File: config.mk
export PLATFORM = sky130hd
export DESIGN_NAME = chs_mul
export DESIGN_NICKNAME = d
export VERILOG_FILES = /design/src/chs_mul.sv
export SDC_FILE = /design/constraint.sdc
export NUM_CORES = 2
export LEC_CHECK = 0
export BUFFER_PORTS_ARGS = -buffer_cell sky130_fd_sc_hd__buf_2
export CORE_MARGIN = 2
export CORE_UTILIZATION = 55
export CTS_CLUSTER_SIZE = 16
export DETAILED_ROUTE_END_ITERATION = 10
export PLACE_DENSITY = 0.78
export SYNTH_ARGS = -nofsm -noshare
export SYNTH_HDL_FRONTEND = slang
export SYNTH_SLANG_ARGS = --single-unit
export TNS_END_PERCENT = 20
File: constraint.sdc
create_clock -name clk -period 24.6 [get_ports clk]
set_input_delay 3.69 -clock clk [delete_from_list [all_inputs] [get_ports clk]]
set_output_delay 3.69 -clock clk [all_outputs]
set_load 0.01 [all_outputs]
File: src/chs_mul.sv
// Pipelined signed multiplier: one digit of the multiplier per stage.
// Carries a sideband word alongside the product. No package needed.
`default_nettype none

module chs_mul #(
	parameter int WA  = 32,
	parameter int WB  = 32,
	parameter int WS  = 1,
	parameter int DIG = 8
) (
	input  logic                  clk,
	input  logic                  arst_n,
	input  logic                  en,
	input  logic                  in_valid,
	input  logic signed [WA-1:0]  a,
	input  logic signed [WB-1:0]  b,
	input  logic [WS-1:0]         side_in,
	output logic                  out_valid,
	output logic signed [WA+WB-1:0] p,
	output logic [WS-1:0]         side_out
);

	localparam int NST = (WB + DIG - 1) / DIG;
	localparam int BW  = NST * DIG;
	localparam int PW  = WA + WB;

	logic [WB-1:0] b_abs;
	logic                 vld_s  [0:NST];
	logic signed [WA-1:0] a_s    [0:NST];
	logic [BW-1:0]        bm_s   [0:NST];
	logic                 neg_s  [0:NST];
	logic signed [PW-1:0] acc_s  [0:NST];
	logic [WS-1:0]        side_s [0:NST];
	logic                 vld_q;
	logic signed [PW-1:0] p_q;
	logic [WS-1:0]        side_q;

	// split the multiplier into sign and magnitude
	assign b_abs = b[WB-1] ? (~b + 1'b1) : b;

	always_ff @(posedge clk or negedge arst_n) begin
		if (!arst_n) begin
			vld_s[0] <= 1'b0;
		end else if (en) begin
			vld_s[0] <= in_valid;
		end
	end

	always_ff @(posedge clk) begin
		if (en) begin
			a_s[0]    <= a;
			bm_s[0]   <= BW'(b_abs);
			neg_s[0]  <= b[WB-1];
			acc_s[0]  <= '0;
			side_s[0] <= side_in;
		end
	end

	// accumulate one digit of partial product per stage
	for (genvar k = 0; k < NST; k++) begin : g_stage
		logic [DIG-1:0]         dig;
		logic signed [WA+DIG:0] pp;

		assign dig = bm_s[k][k*DIG +: DIG];
		assign pp  = a_s[k] * $signed({1'b0, dig});

		always_ff @(posedge clk or negedge arst_n) begin
			if (!arst_n) begin
				vld_s[k+1] <= 1'b0;
			end else if (en) begin
				vld_s[k+1] <= vld_s[k];
			end
		end

		always_ff @(posedge clk) begin
			if (en) begin
				a_s[k+1]    <= a_s[k];
				bm_s[k+1]   <= bm_s[k];
				neg_s[k+1]  <= neg_s[k];
				side_s[k+1] <= side_s[k];
				acc_s[k+1]  <= acc_s[k] + (PW'(pp) <<< (k*DIG));
			end
		end
	end

	// restore the sign
	always_ff @(posedge clk or negedge arst_n) begin
		if (!arst_n) begin
			vld_q <= 1'b0;
		end else if (en) begin
			vld_q <= vld_s[NST];
		end
	end

	always_ff @(posedge clk) begin
		if (en) begin
			p_q    <= neg_s[NST] ? -acc_s[NST] : acc_s[NST];
			side_q <= side_s[NST];
		end
	end

	assign out_valid = vld_q;
	assign p         = p_q;
	assign side_out  = side_q;

endmodule

`default_nettype wire

==> metrics.txt <==
Rows=122; syn avg cell area=about 10 sq um; # port buffers=about 130; Layout Nets=between 7k and 8k; reg2reg start=bm_s[0][82]$_DFFE_PP_; antenna-violating nets left=0; DRT Pass-1 Iters=6; Synth area leader=edfxtp_1; Worst EP arrival=9.64 ns; Worst R2R End=acc_s[0][254]$_DFFE_PP_; worst hold path cell count=0; met1 WL=between 50,000 and 60,000 um; Initial Utilization=0.554; DR vias/cell=roughly 5.5; share of the synthesized area in the top cell type=0.264; Slew Viols, Final=0; Synth warnings=0; die width=roughly 340 um; clk buf depth=3; Post-Syn Instances=between 6k and 7k; CTS H-Tree Depth=2; CTS Buf Count=61; # IOs=around 140; total negative setup slack=0 ns; Hold Crit Class=register to register; CTS tree=built; Worst setup EP type=register; EDFF count, synth=approximately 540; CTS root buffer=clkbuf_16; count leader, synth=inv_1; worst slew pin tran=1.22 ns; antenna violations before repair=7; top cells by area in the synthesized netlist=edfxtp_1 (26%), fa_1 (26%), ha_1 (9.6%); asr flop ratio synth=0.0110; grt total ovfl=0; register area share after synthesis=0.267; # resized after CTS=0; pin count of the biggest net entering global routing=~160; Core Area=0.111 sq mm; endpoints failing setup=0; post-CTS setup buffer count=0; Net Count, Synth=between 7k and 8k; Hold Fails Final Rpt=0; synthesized area=between 0.06 and 0.07 sq mm; Total Die Area=0.114 sq mm; max-cap viol count=0; CTS Hold Bufs=0; Fmax achieved=0.108 GHz; leading register cell type out of synthesis=edfxtp_1; GRT Resource Usage Total=0.238; Commonest cells post-synth=inv_1 (1,079), fa_1 (796), and2_1 (641); layout cells sized above 1=0.0479; outcome=complete, no violations; RSZ-0062 raised after global routing=no; DR WL/cell=between 15 and 20 um; met2 WL=about 64,000 um; Syn-to-layout area delta=6.81%; uppermost layer routed=met4; DR vias=42.3k; die height=~340 um; most used cell, CP=fa_1; synthesized flop and latch total=between 500 and 600; routability cong.=0.923; R2R setup slack=roughly 15 ns; Hold Path Sink=bm_s[0][93]$_DFFE_PP_; Worst path max stage delay=approximately 1.1 ns; cells on worst reg2reg path=27; relative slew slack=0.184; critical path type=register to register; post-DP HPWL=approximately 110,000 um; met3 WL=between 7000 and 8000 um; Clock Latency Late Sink=around 0.7 ns; Worst path slowest cell=edfxtp_1; layout filler cell count=9,149; final WL=between 100,000 and 150,000 um; DRC=0; Sinks on Clock Net=~550; fin crit period=9.22 ns; Cell variety after synth=74; CP Launch Type=register; global-route wire length before repair=219,000 um; drt first-iter violations=between 2k and 3k; clock-pin transition on the worst setup and hold timing paths=approximately 0.060 ns; vias in the first global route=between 40k and 50k; data required time of the critical path=25.02 ns; Min-Delay Startpoint=bm_s[0][61]$_DFFE_PP_; fin crit share=0.375; CP max FO=32; Worst Skew=between 0.04 and 0.05 ns
-- critical path, delay by kind of cell (launching register included) --
| kind | cells | cell delay, ns |
|---|---|---|
| xor+xnor | 2 | 0.27 |
| buf+inv | 3 | 0.15 |
| fa+ha+maj | 6 | 2.82 |
| flops | 1 | 1.05 |
| simple gates | 5 | 0.98 |
| compound gates | 11 | 3.67 |
-- worst max path at each step --
stage / end / startpoint
floorplan: acc_s[0][190]$_DFFE_PP_ / bm_s[0][40]$_DFFE_PP_
global placement: acc_s[0][254]$_DFFE_PP_ / bm_s[0][82]$_DFFE_PP_
detailed placement: acc_s[0][254]$_DFFE_PP_ / bm_s[0][82]$_DFFE_PP_
CTS: acc_s[0][254]$_DFFE_PP_ / bm_s[0][82]$_DFFE_PP_
global route: acc_s[0][318]$_DFFE_PP_ / bm_s[0][120]$_DFFE_PP_
finish: acc_s[0][254]$_DFFE_PP_ / bm_s[0][82]$_DFFE_PP_
-- cells in the final DEF (no fill, tap or decap), types with 31 or more instances in the layout --
cell and count:
and2_1 641, o21ai_0 173, a211oi_1 31, nor3_1 58, a31oi_1 32, a21o_1 183, or3_1 31, buf_2 133
edfxtp_1 539, nand2_1 553, a21oi_1 281, inv_1 1079, nand3_1 63, xnor2_1 274, nand4_1 38, o21a_1 36
fa_1 796, nor2_1 135, nor2b_1 35, and3_1 34, o31ai_1 43, o21bai_1 40, nand2b_1 34, ha_1 472
clkbuf_16 63, xor2_1 88
-- final cells by class --
cell class | instances | area (sq um) | share of cell area
antenna | 1 | 2.50 | 0.0000383
clock inverter | 45 | 498 | 0.00761
sequential | 545 | 16300 | 0.250
clock buffer | 70 | 1600 | 0.0245
inverter | 1079 | 4050 | 0.0619
tap | 1488 | 1860 | 0.0285
timing repair buffer | 155 | 851 | 0.0130
multi-input combinational | 4305 | 40200 | 0.615
-- flip-flops by register name (all words and copies together), names as in the netlist --
| signal | cells |
|---|---|
| acc_s | 256 |
| side_s | 5 |
| p | 64 |
| vld_s | 5 |
| side_out | 1 |
| bm_s | 80 |
| neg_s | 5 |
| a_s | 128 |
| out_valid | 1 |
-- per-stage QoR --
step	area, sq um	cells	util	hold WS [ns]	worst slack, ns
4_1_cts	65400	7687	0.592	0.407	15.47
2_1_floorplan	61200	6102	-	0.400	14.91
6_report	65400	7688	0.592	0.401	15.38
3_5_place_dp	63300	7572	0.573	0.405	15.48
3_3_place_gp	63300	7572	0.573	0.401	15.86
5_1_grt	65400	7688	0.592	0.409	14.99
-- per-layer routing --
layer | global-route usage | vias to the layer above
li1 | - | 19989
met1 | 0.322 | 21030
met2 | 0.405 | 1077
met3 | 0.0303 | 216
met4 | 0.0686 | 0
met5 | 0 | -
-- cell families (layout without fill, tap and decap cells) --
group	Yosys count	in the layout	share of synthesized area
simple gates	1709	1709	0.146
fa+ha+maj	1268	1268	0.357
buf+inv	1252	1349	0.0768
compound gates	959	959	0.101
flops	545	545	0.267
xor+xnor	362	362	0.0518
mux	7	7	0.00127
other cells	0	1	0
Power is left out: the tool's default activity adds up to more than one toggle a clock period on the data nets, which glitch-free logic cannot reach.
